==> src/design/adpb_pkg.sv <==
`default_nettype none
package adpb_pkg;

  // Sequencer states of the block decoder.
  typedef enum logic [2:0] {
    S_IDLE,
    S_HDR_RD,
    S_HDR_LD,
    S_MUL0,
    S_MUL1,
    S_SUM,
    S_OUT
  } state_t;

  // Controls for the per-channel history memory.
  typedef struct packed {
    logic clear;
    logic rd;
    logic wr;
  } hist_ctl_t;

  // Controls for the shared multiply-accumulate unit.
  typedef struct packed {
    logic mul;
    logic first;
  } mac_ctl_t;

  typedef logic signed [7:0] coef_t;

  localparam int BLOCK_BYTES = 16;
  localparam logic [3:0] FILTER_MAX = 4'd4;
  localparam int ACC_W = 26;
  localparam int SUM_W = 24;
  localparam logic signed [SUM_W-1:0] SAT_HI = 24'sd32767;
  localparam logic signed [SUM_W-1:0] SAT_LO = -24'sd32768;

  // First tap of the predictor, in 1/64 units.
  function automatic coef_t coef_first(input logic [3:0] filt);
    coef_t c;
    case (filt)
      4'd1: c = 8'sd60;
      4'd2: c = 8'sd115;
      4'd3: c = 8'sd98;
      4'd4: c = 8'sd122;
      default: c = 8'sd0;
    endcase
    return c;
  endfunction

  // Second tap of the predictor, in 1/64 units.
  function automatic coef_t coef_second(input logic [3:0] filt);
    coef_t c;
    case (filt)
      4'd2: c = -8'sd52;
      4'd3: c = -8'sd55;
      4'd4: c = -8'sd60;
      default: c = 8'sd0;
    endcase
    return c;
  endfunction

endpackage
`default_nettype wire

==> src/design/adpb_in_if.sv <==
`default_nettype none
interface adpb_in_if;
  logic       valid;
  logic       ready;
  logic [7:0] data_byte;
  logic       start_stream;

  modport source(output valid, output data_byte, output start_stream, input ready);
  modport sink(input valid, input data_byte, input start_stream, output ready);
endinterface
`default_nettype wire

==> src/design/adpb_out_if.sv <==
`default_nettype none
interface adpb_out_if;
  logic               valid;
  logic               ready;
  logic signed [15:0] sample;
  logic [2:0]         channel;
  logic [4:0]         sample_index;
  logic               last_of_item;
  logic               bad_filter;

  modport source(output valid, output sample, output channel, output sample_index,
                 output last_of_item, output bad_filter, input ready);
  modport sink(input valid, input sample, input channel, input sample_index,
               input last_of_item, input bad_filter, output ready);
endinterface
`default_nettype wire

==> src/design/adpb_cfg_if.sv <==
`default_nettype none
interface adpb_cfg_if;
  logic       valid;
  logic       ready;
  logic [3:0] channel_count;

  modport source(output valid, output channel_count, input ready);
  modport sink(input valid, input channel_count, output ready);
endinterface
`default_nettype wire

==> src/design/adpb_hist.sv <==
`default_nettype none
// Per-channel history: {last, older} per entry, one write and one registered read.
module adpb_hist #(
  parameter int DEPTH = 8,
  parameter int AW = 3
) (
  input  wire logic              clk,
  input  wire logic              rst,
  input  wire adpb_pkg::hist_ctl_t ctl,
  input  wire logic [AW-1:0]     addr,
  input  wire logic [31:0]       wdata,
  output logic [31:0]            rdata,
  output logic                   rvalid
);

  logic [31:0]      mem [DEPTH];
  logic [DEPTH-1:0] vld;

  always_ff @(posedge clk) begin
    if (ctl.wr) begin
      mem[addr] <= wdata;
    end
    if (ctl.rd) begin
      rdata <= mem[addr];
      rvalid <= vld[addr];
    end
  end

  // An entry never written since the last clear reads as zero history.
  always_ff @(posedge clk) begin
    if (rst || ctl.clear) begin
      vld <= '0;
    end else if (ctl.wr) begin
      vld[addr] <= 1'b1;
    end
  end

endmodule
`default_nettype wire

==> src/design/adpb_mac.sv <==
`default_nettype none
// Shared multiply-accumulate for the prediction, plus the final round and saturate.
module adpb_mac (
  input  wire logic                clk,
  input  wire adpb_pkg::mac_ctl_t  ctl,
  input  wire logic signed [15:0]  a,
  input  wire adpb_pkg::coef_t     c,
  input  wire logic [3:0]          nibble,
  input  wire logic [3:0]          shift,
  output logic signed [15:0]       result
);

  logic signed [23:0]                  prod;
  logic signed [adpb_pkg::ACC_W-1:0]   acc;
  logic signed [adpb_pkg::ACC_W-1:0]   rnd;
  logic signed [19:0]                  pred;
  logic signed [adpb_pkg::SUM_W-1:0]   nib_x;
  logic signed [adpb_pkg::SUM_W-1:0]   sum;

  assign prod = a * c;

  always_ff @(posedge clk) begin
    if (ctl.mul) begin
      acc <= ctl.first ? adpb_pkg::ACC_W'(prod) : acc + adpb_pkg::ACC_W'(prod);
    end
  end

  always_comb begin
    rnd = acc + 26'sd32;
    // Division by 64 rounding toward zero.
    if (rnd[adpb_pkg::ACC_W-1]) begin
      pred = 20'((rnd + 26'sd63) >>> 6);
    end else begin
      pred = 20'(rnd >>> 6);
    end
    nib_x = adpb_pkg::SUM_W'($signed(nibble)) <<< shift;
    sum = nib_x + adpb_pkg::SUM_W'(pred);
    if (sum > adpb_pkg::SAT_HI) begin
      result = 16'sd32767;
    end else if (sum < adpb_pkg::SAT_LO) begin
      result = -16'sd32768;
    end else begin
      result = sum[15:0];
    end
  end

endmodule
`default_nettype wire

==> src/design/adpcm_block_decoder_top.sv <==
// Channel  Role        Word carries
// -------  ----------  ------------------------------------------------------
// stream   input       data_byte, start_stream (header or data byte)
// samples  output      sample, channel, sample_index, last_of_item, bad_filter
// cfg      input       channel_count (always ready)
//
// After a header byte is accepted, the block reads the channel's history from
// memory and loads it, and only then is ready for the next byte.
// For a data byte, each of its two samples takes two passes through the one shared
// multiplier, a round-and-saturate step in which the result is registered, and a
// state in which the word is offered. Stalls on samples hold the word in that state.
// Reset (rst, synchronous) empties the history, clears counters and sets
// channel_count to 1. No clearing pass is needed: history entries carry valid bits.
`default_nettype none
module adpcm_block_decoder_top #(
  parameter int MAX_CHANNELS = 8
) (
  input wire logic  clk,
  input wire logic  rst,
  adpb_in_if.sink   stream,
  adpb_out_if.source samples,
  adpb_cfg_if.sink  cfg
);

  // Width of a channel number.
  localparam int CW = (MAX_CHANNELS > 1) ? $clog2(MAX_CHANNELS) : 1;

  adpb_pkg::state_t    state, state_next;
  adpb_pkg::hist_ctl_t hctl;
  adpb_pkg::mac_ctl_t  mctl;

  logic [3:0]         channel_count;
  logic [3:0]         pos;
  logic [CW-1:0]      chan;
  logic [CW-1:0]      chan_next;
  logic [3:0]         blk_shift;
  logic [3:0]         blk_filter;
  logic [7:0]         byte_q;
  logic               half;
  logic signed [15:0] last_w;
  logic signed [15:0] older_w;
  logic [31:0]        hist_q;
  logic               hist_qv;
  logic signed [15:0] mac_res;
  logic signed [15:0] mac_a;
  adpb_pkg::coef_t    mac_c;
  logic [3:0]         nibble;
  logic               in_acc;
  logic [7:0]         cnt_eff;
  logic [7:0]         next_ch;

  logic               out_vld;
  logic signed [15:0] out_sample;
  logic [2:0]         out_channel;
  logic [4:0]         out_index;
  logic               out_last;
  logic               out_bad;

  assign in_acc = stream.valid && stream.ready;
  assign cfg.ready = 1'b1;

  assign samples.valid        = out_vld;
  assign samples.sample       = out_sample;
  assign samples.channel      = out_channel;
  assign samples.sample_index = out_index;
  assign samples.last_of_item = out_last;
  assign samples.bad_filter   = out_bad;

  // The low nibble is decoded first, then the high nibble.
  assign nibble = half ? byte_q[7:4] : byte_q[3:0];

  // The first multiply pass works on the last sample, the second on the older one.
  assign mac_a = (state == adpb_pkg::S_MUL1) ? older_w : last_w;
  assign mac_c = (state == adpb_pkg::S_MUL1) ? adpb_pkg::coef_second(blk_filter)
                                             : adpb_pkg::coef_first(blk_filter);

  // Next channel at the end of a block; a count of zero acts as one and a
  // count above the number of channels built is limited to it.
  always_comb begin
    if (channel_count == 4'd0) begin
      cnt_eff = 8'd1;
    end else if ({4'd0, channel_count} > 8'(MAX_CHANNELS)) begin
      cnt_eff = 8'(MAX_CHANNELS);
    end else begin
      cnt_eff = {4'd0, channel_count};
    end
    next_ch = 8'(chan) + 8'd1;
    chan_next = (next_ch >= cnt_eff) ? '0 : CW'(next_ch);
  end

  always_ff @(posedge clk) begin
    if (rst) begin
      state <= adpb_pkg::S_IDLE;
    end else begin
      state <= state_next;
    end
  end

  always_comb begin
    state_next = state;
    hctl = '0;
    mctl = '0;
    stream.ready = 1'b0;
    case (state)
      adpb_pkg::S_IDLE: begin
        stream.ready = 1'b1;
        if (in_acc) begin
          hctl.clear = stream.start_stream;
          if (stream.start_stream || pos == 4'd0) begin
            state_next = adpb_pkg::S_HDR_RD;
          end else begin
            state_next = adpb_pkg::S_MUL0;
          end
        end
      end
      adpb_pkg::S_HDR_RD: begin
        hctl.rd = 1'b1;
        state_next = adpb_pkg::S_HDR_LD;
      end
      adpb_pkg::S_HDR_LD: begin
        state_next = adpb_pkg::S_IDLE;
      end
      adpb_pkg::S_MUL0: begin
        mctl.mul = 1'b1;
        mctl.first = 1'b1;
        state_next = adpb_pkg::S_MUL1;
      end
      adpb_pkg::S_MUL1: begin
        mctl.mul = 1'b1;
        state_next = adpb_pkg::S_SUM;
      end
      adpb_pkg::S_SUM: begin
        hctl.wr = 1'b1;
        state_next = adpb_pkg::S_OUT;
      end
      adpb_pkg::S_OUT: begin
        if (samples.ready) begin
          state_next = half ? adpb_pkg::S_IDLE : adpb_pkg::S_MUL0;
        end
      end
      default: begin
        state_next = adpb_pkg::S_IDLE;
      end
    endcase
  end

  always_ff @(posedge clk) begin
    if (rst) begin
      channel_count <= 4'd1;
      pos <= '0;
      chan <= '0;
      blk_shift <= '0;
      blk_filter <= '0;
      out_vld <= 1'b0;
    end else begin
      if (cfg.valid && cfg.ready) begin
        channel_count <= cfg.channel_count;
      end
      case (state)
        adpb_pkg::S_IDLE: begin
          if (in_acc) begin
            byte_q <= stream.data_byte;
            half <= 1'b0;
            if (stream.start_stream) begin
              chan <= '0;
            end
            // A start of stream makes this byte a header whatever came before.
            if (stream.start_stream || pos == 4'd0) begin
              blk_shift <= stream.data_byte[3:0];
              blk_filter <= stream.data_byte[7:4];
              pos <= 4'd1;
            end
          end
        end
        adpb_pkg::S_HDR_LD: begin
          last_w <= hist_qv ? hist_q[31:16] : '0;
          older_w <= hist_qv ? hist_q[15:0] : '0;
        end
        adpb_pkg::S_SUM: begin
          out_vld <= 1'b1;
          out_sample <= mac_res;
          out_channel <= 3'(chan);
          out_index <= {pos - 4'd1, half};
          out_last <= half;
          out_bad <= blk_filter > adpb_pkg::FILTER_MAX;
          older_w <= last_w;
          last_w <= mac_res;
        end
        adpb_pkg::S_OUT: begin
          if (samples.ready) begin
            out_vld <= 1'b0;
            if (half) begin
              if (pos == 4'(adpb_pkg::BLOCK_BYTES - 1)) begin
                pos <= '0;
                chan <= chan_next;
              end else begin
                pos <= pos + 4'd1;
              end
            end else begin
              half <= 1'b1;
            end
          end
        end
        default: begin
        end
      endcase
    end
  end

  adpb_hist #(
    .DEPTH(MAX_CHANNELS),
    .AW(CW)
  ) u_hist (
    .clk(clk),
    .rst(rst),
    .ctl(hctl),
    .addr(chan),
    .wdata({mac_res, last_w}),
    .rdata(hist_q),
    .rvalid(hist_qv)
  );

  adpb_mac u_mac (
    .clk(clk),
    .ctl(mctl),
    .a(mac_a),
    .c(mac_c),
    .nibble(nibble),
    .shift(blk_shift),
    .result(mac_res)
  );

endmodule
`default_nettype wire

==> src/flat_wrapper.sv <==
// flat-port wrapper written by rule: the top's interface ports become plain ports
module adpcm_block_decoder_top_flat 
#(
  parameter int MAX_CHANNELS = 8
)
  (clk, rst, stream_valid, stream_data_byte, stream_start_stream, stream_ready, samples_valid, samples_sample, samples_channel, samples_sample_index, samples_last_of_item, samples_bad_filter, samples_ready, cfg_valid, cfg_channel_count, cfg_ready);
  adpb_in_if stream_i ();
  adpb_out_if samples_i ();
  adpb_cfg_if cfg_i ();
  input wire logic clk;
  input wire logic rst;
  input wire logic [$bits(stream_i.valid)-1:0] stream_valid;
  input wire logic [$bits(stream_i.data_byte)-1:0] stream_data_byte;
  input wire logic [$bits(stream_i.start_stream)-1:0] stream_start_stream;
  output wire logic [$bits(stream_i.ready)-1:0] stream_ready;
  output wire logic [$bits(samples_i.valid)-1:0] samples_valid;
  output wire logic [$bits(samples_i.sample)-1:0] samples_sample;
  output wire logic [$bits(samples_i.channel)-1:0] samples_channel;
  output wire logic [$bits(samples_i.sample_index)-1:0] samples_sample_index;
  output wire logic [$bits(samples_i.last_of_item)-1:0] samples_last_of_item;
  output wire logic [$bits(samples_i.bad_filter)-1:0] samples_bad_filter;
  input wire logic [$bits(samples_i.ready)-1:0] samples_ready;
  input wire logic [$bits(cfg_i.valid)-1:0] cfg_valid;
  input wire logic [$bits(cfg_i.channel_count)-1:0] cfg_channel_count;
  output wire logic [$bits(cfg_i.ready)-1:0] cfg_ready;
  assign stream_i.valid = stream_valid;
  assign stream_i.data_byte = stream_data_byte;
  assign stream_i.start_stream = stream_start_stream;
  assign stream_ready = stream_i.ready;
  assign samples_valid = samples_i.valid;
  assign samples_sample = samples_i.sample;
  assign samples_channel = samples_i.channel;
  assign samples_sample_index = samples_i.sample_index;
  assign samples_last_of_item = samples_i.last_of_item;
  assign samples_bad_filter = samples_i.bad_filter;
  assign samples_i.ready = samples_ready;
  assign cfg_i.valid = cfg_valid;
  assign cfg_i.channel_count = cfg_channel_count;
  assign cfg_ready = cfg_i.ready;
  adpcm_block_decoder_top #(.MAX_CHANNELS(MAX_CHANNELS)) u_core (.clk(clk), .rst(rst), .stream(stream_i), .samples(samples_i), .cfg(cfg_i));
endmodule
==> config.mk <==
export PLATFORM = sky130hd
export DESIGN_NAME = adpcm_block_decoder_top_flat
export DESIGN_NICKNAME = d
export VERILOG_FILES = /design/src/design/adpb_pkg.sv /design/src/design/adpb_in_if.sv /design/src/design/adpb_out_if.sv /design/src/design/adpb_cfg_if.sv /design/src/design/adpb_hist.sv /design/src/design/adpb_mac.sv /design/src/design/adpcm_block_decoder_top.sv /design/src/flat_wrapper.sv
export SDC_FILE = /design/constraint.sdc
export NUM_CORES = 1
export LEC_CHECK = 0
export ABC_AREA = 1
export BUFFER_PORTS_ARGS = -buffer_cell sky130_fd_sc_hd__buf_2
export CAP_MARGIN = 20
export CORE_MARGIN = 8
export CORE_UTILIZATION = 49
export DETAILED_ROUTE_END_ITERATION = 10
export PLACE_DENSITY = 0.67
export SETUP_SLACK_MARGIN = 0.02
export SLEW_MARGIN = 20
export SYNTH_ARGS = -nofsm -noshare
export SYNTH_HDL_FRONTEND = slang
export SYNTH_HIERARCHICAL = 1
export SYNTH_SLANG_ARGS = --single-unit
==> constraint.sdc <==
create_clock -name clk -period 6.2 [get_ports clk]
set_input_delay 1.24 -clock clk [delete_from_list [all_inputs] [get_ports clk]]
set_output_delay 1.24 -clock clk [all_outputs]
set_load 0.01 [all_outputs]
==> impl_results.md <==
- Routed WL: approximately 74 mm
- Async SR Flop Fraction: 0%
- Dpl hpwl: roughly 50 mm
- CP Launch Point: u_core/blk_filter[3]$_SDFFE_PP0P_
- EDFF count, synth: roughly 380
- Starting Density: between 40% and 50%
- R2r worst-path depth: 33
- Starting DRT DRC Count: slightly above 2000
- Residual DRC: 0
- CTS tree: yes
- Post-CTS Hold Buffers: 0
- Syn Inst Count: ~3200
- Most frequent cells in the layout: nand2_1, inv_1, edfxtp_1
- Final ANT Viol Nets: 0
- NumNets Final: 3673
- Yosys Warn Count: 6
- Clk sinks: 412
- Ant diodes: 0
- CTS max path bufs: 3
- Grt ovf: 0
- Critical path class: reg2reg
- Main synth FF type: edfxtp_1
- GP Congestion: between 0.9 and 1
- Max Fanout on Critical Path: 5
- Worst skew pair latency: between 500 and 600 ps
- Crit. path cell count: 33
- Most common cell after layout, fill and taps aside: nand2_1
- Hold Path Class: reg2reg
- Max cap viols: 0
- I/O pin cnt: 47
- Largest stage delay on the critical path: between 500 and 600 ps
- RSZ-0062 raised after global routing: true
- Root Driver: clkbuf_16
- Reg2reg start: u_core/blk_filter[3]$_SDFFE_PP0P_
- Status: complete, but fails checks
- Largest net degree at the start of global routing: between 80 and 90
- Failing checks: negative setup slack
- Hold path startpoint: u_core/u_hist/vld[0]$_SDFFE_PP0P_
- Fill count: 4492
- Die X: roughly 250 um
- Post-synth cell types: ~50
- Vias per cell: around 5.2
- Worst hold stages: 2
- Critical path data arrival time: between 6000 and 7000 ps
- Number of CTS-inserted buffers: 45
- Slew HR: 32.1%
- TritonRoute pass-1 iters: 5
- Slowest cell on crit path: fa_1
- Post-route clock period utilization: 104%
- P&R area growth vs syn: 19.3%
- Crit end category: flop
- Clock skew: 24.2 ps
- Fin crit period: around 6400 ps
- Clock-pin slew on the worst setup and hold paths: around 60 ps
- Pins over their slew limit: 0
- Htree depth: 2
- Port Buffers: between 40 and 50
- CP required: ~6500 ps
- Post-synthesis sequential area ratio: between 40% and 50%
- Final setup viols: 12
- FMAX: between 150 and 200 MHz
- Top delay family on crit path: adder cells
- Fin cells: roughly 4200
- Actual slew at the worst max-slew pin: between 1000 and 1500 ps
- Die area: between 60000 and 70000 um^2
- DP Cell Count: 4054
- Cell Area, Synth: around 27000 um^2
- Rows: 85
- Syn nets: ~3500
- Share of cells above drive strength 1: around 18%
- Worst setup SP type: flop
- Yosys reg bits: between 400 and 500
- Setup ws final: -238 ps
- DIE HEIGHT: between 200 and 250 um
- Avg WL per Cell: 17.8 um
- Total Routing Usage GR: 23.3%
- Fin. Hold Viols: 0
- Core footprint: 53900 um^2
- Antenna violations before repair: 1
- Avg Inst Size Synth: roughly 8.2 um^2
- Buf+Inv Stages, Crit Path: 8
- Pre-CTS setup slack: -503 ps
- First-pass GRT wire length: ~120 mm
- Vias in the first global route: between 20000 and 25000
- DR vias: 21800
## per-stage QoR
step                      hold WS (ps)  setup TNS [ps]  instance area [um^2]  util (%)
after global placement             442           -3910                 28700      53.3
after global routing               484           -4890                 31900      59.1
final                              462           -1710                 31900      59.1
after CTS                          462               0                 31200      57.9
after detailed placement           453           -5510                 28700      53.3
after floorplan                    430               0                 26700         -
## cells by family (layout without fill, tap and decap cells)
kind of cell,count (synthesis),count (layout),share of synthesized area (%)
adder cells (fa/ha/maj),208,208,12.7
AO/OA/AOI/OAI,236,236,4.72
XOR/XNOR,70,70,2.32
AND/OR/NAND/NOR,1602,1602,24.5
other,1,1,0.0140
flip-flops,412,412,45.1
buffers and inverters,712,950,10.6
## worst reg2reg max path, delay by kind of cell (launching register included)
kind	cells	cell delay, ps
buf+inv	8	860
xor+xnor	1	200
compound gates	5	680
flops	1	360
fa+ha+maj	6	2590
simple gates	13	1530
## worst paths after layout
path | to | slack [ps]
worst max-delay path | u_core/u_mac/acc[22]$_DFFE_PP_ | -240
worst min-delay path | u_core/u_hist/vld[0]$_SDFFE_PP0P_ | 460
worst max register to register | u_core/u_mac/acc[22]$_DFFE_PP_ | -240
worst min register to register | u_core/u_hist/vld[0]$_SDFFE_PP0P_ | 460
## cells in the mapped netlist (5+ instances only)
cell type	n	area share (%)
nand2_1	1165	16
or2_2	8	0.19
ha_1	103	4.8
buf_1	5	0.070
edfxtp_1	381	43
nand4_1	28	0.66
buf_6	10	0.42
fa_1	105	7.9
clkbuf_1	48	0.67
nor2_1	178	2.5
buf_2	33	0.62
inv_2	8	0.11
nand3_1	156	2.9
a21boi_0	5	0.14
o21ai_0	100	1.9
nor2_4	11	0.46
nand2_2	11	0.26
o21bai_1	6	0.17
nand3b_1	5	0.14
xor2_1	40	1.3
buf_4	9	0.25
a21oi_1	101	1.9
nor2_2	8	0.19
nor3_1	14	0.26
inv_1	594	8.3
a21o_1	8	0.22
xnor2_1	29	0.95
nor4_1	5	0.12
dfxtp_1	31	2.3
## sequential cells by signal, summed over array words and instances (netlist names)
register,cells
u_core/blk_filter,4
u_core/blk_shift,4
u_core/byte_q,8
u_core/chan,3
u_core/channel_count,4
u_core/half,1
u_core/last_w,16
u_core/older_w,16
u_core/pos,4
u_core/samples.bad_filter,1
u_core/samples.channel,3
u_core/samples.sample,16
u_core/samples.sample_index,5
u_core/samples.valid,1
u_core/state,3
u_core/u_hist/mem,256
u_core/u_hist/rdata,32
u_core/u_hist/rvalid,1
u_core/u_hist/vld,8
u_core/u_mac/acc,26
## area by class of cell
| class | instances | area [um^2] | area share (%) |
|---|---|---|---|
| clock buffer | 58 | 1180 | 3.72 |
| clock inverter | 21 | 173 | 0.542 |
| inverter | 605 | 2290 | 7.17 |
| multi-input combinational | 2117 | 13100 | 41.2 |
| sequential | 412 | 12100 | 37.9 |
| tap | 696 | 871 | 2.73 |
| timing repair buffer | 266 | 2140 | 6.73 |
## per-layer routing
metal / part of all wire [%] / GRT usage (%) / routed length (um)
met1: 42 / 30.8 / 31500
met2: 48 / 40.0 / 36000
met3: 6.5 / 3.01 / 4820
met4: 2.9 / 6.82 / 2190
met5: 0 / 0 / 0
## timing repair
| action | in CTS | in global routing |
|---|---|---|
| pin swaps | 109 | 33 |
| endpoints found under the hold margin | 0 | 0 |
| gates resized for setup | 189 | 129 |
| buffers inserted | 22 | 16 |
| endpoints found under the setup margin | 16 | 18 |
| gates cloned | 4 | 1 |
Power is left out: the tool's default activity adds up to more than one toggle a clock period on the data nets, which glitch-free logic cannot reach.
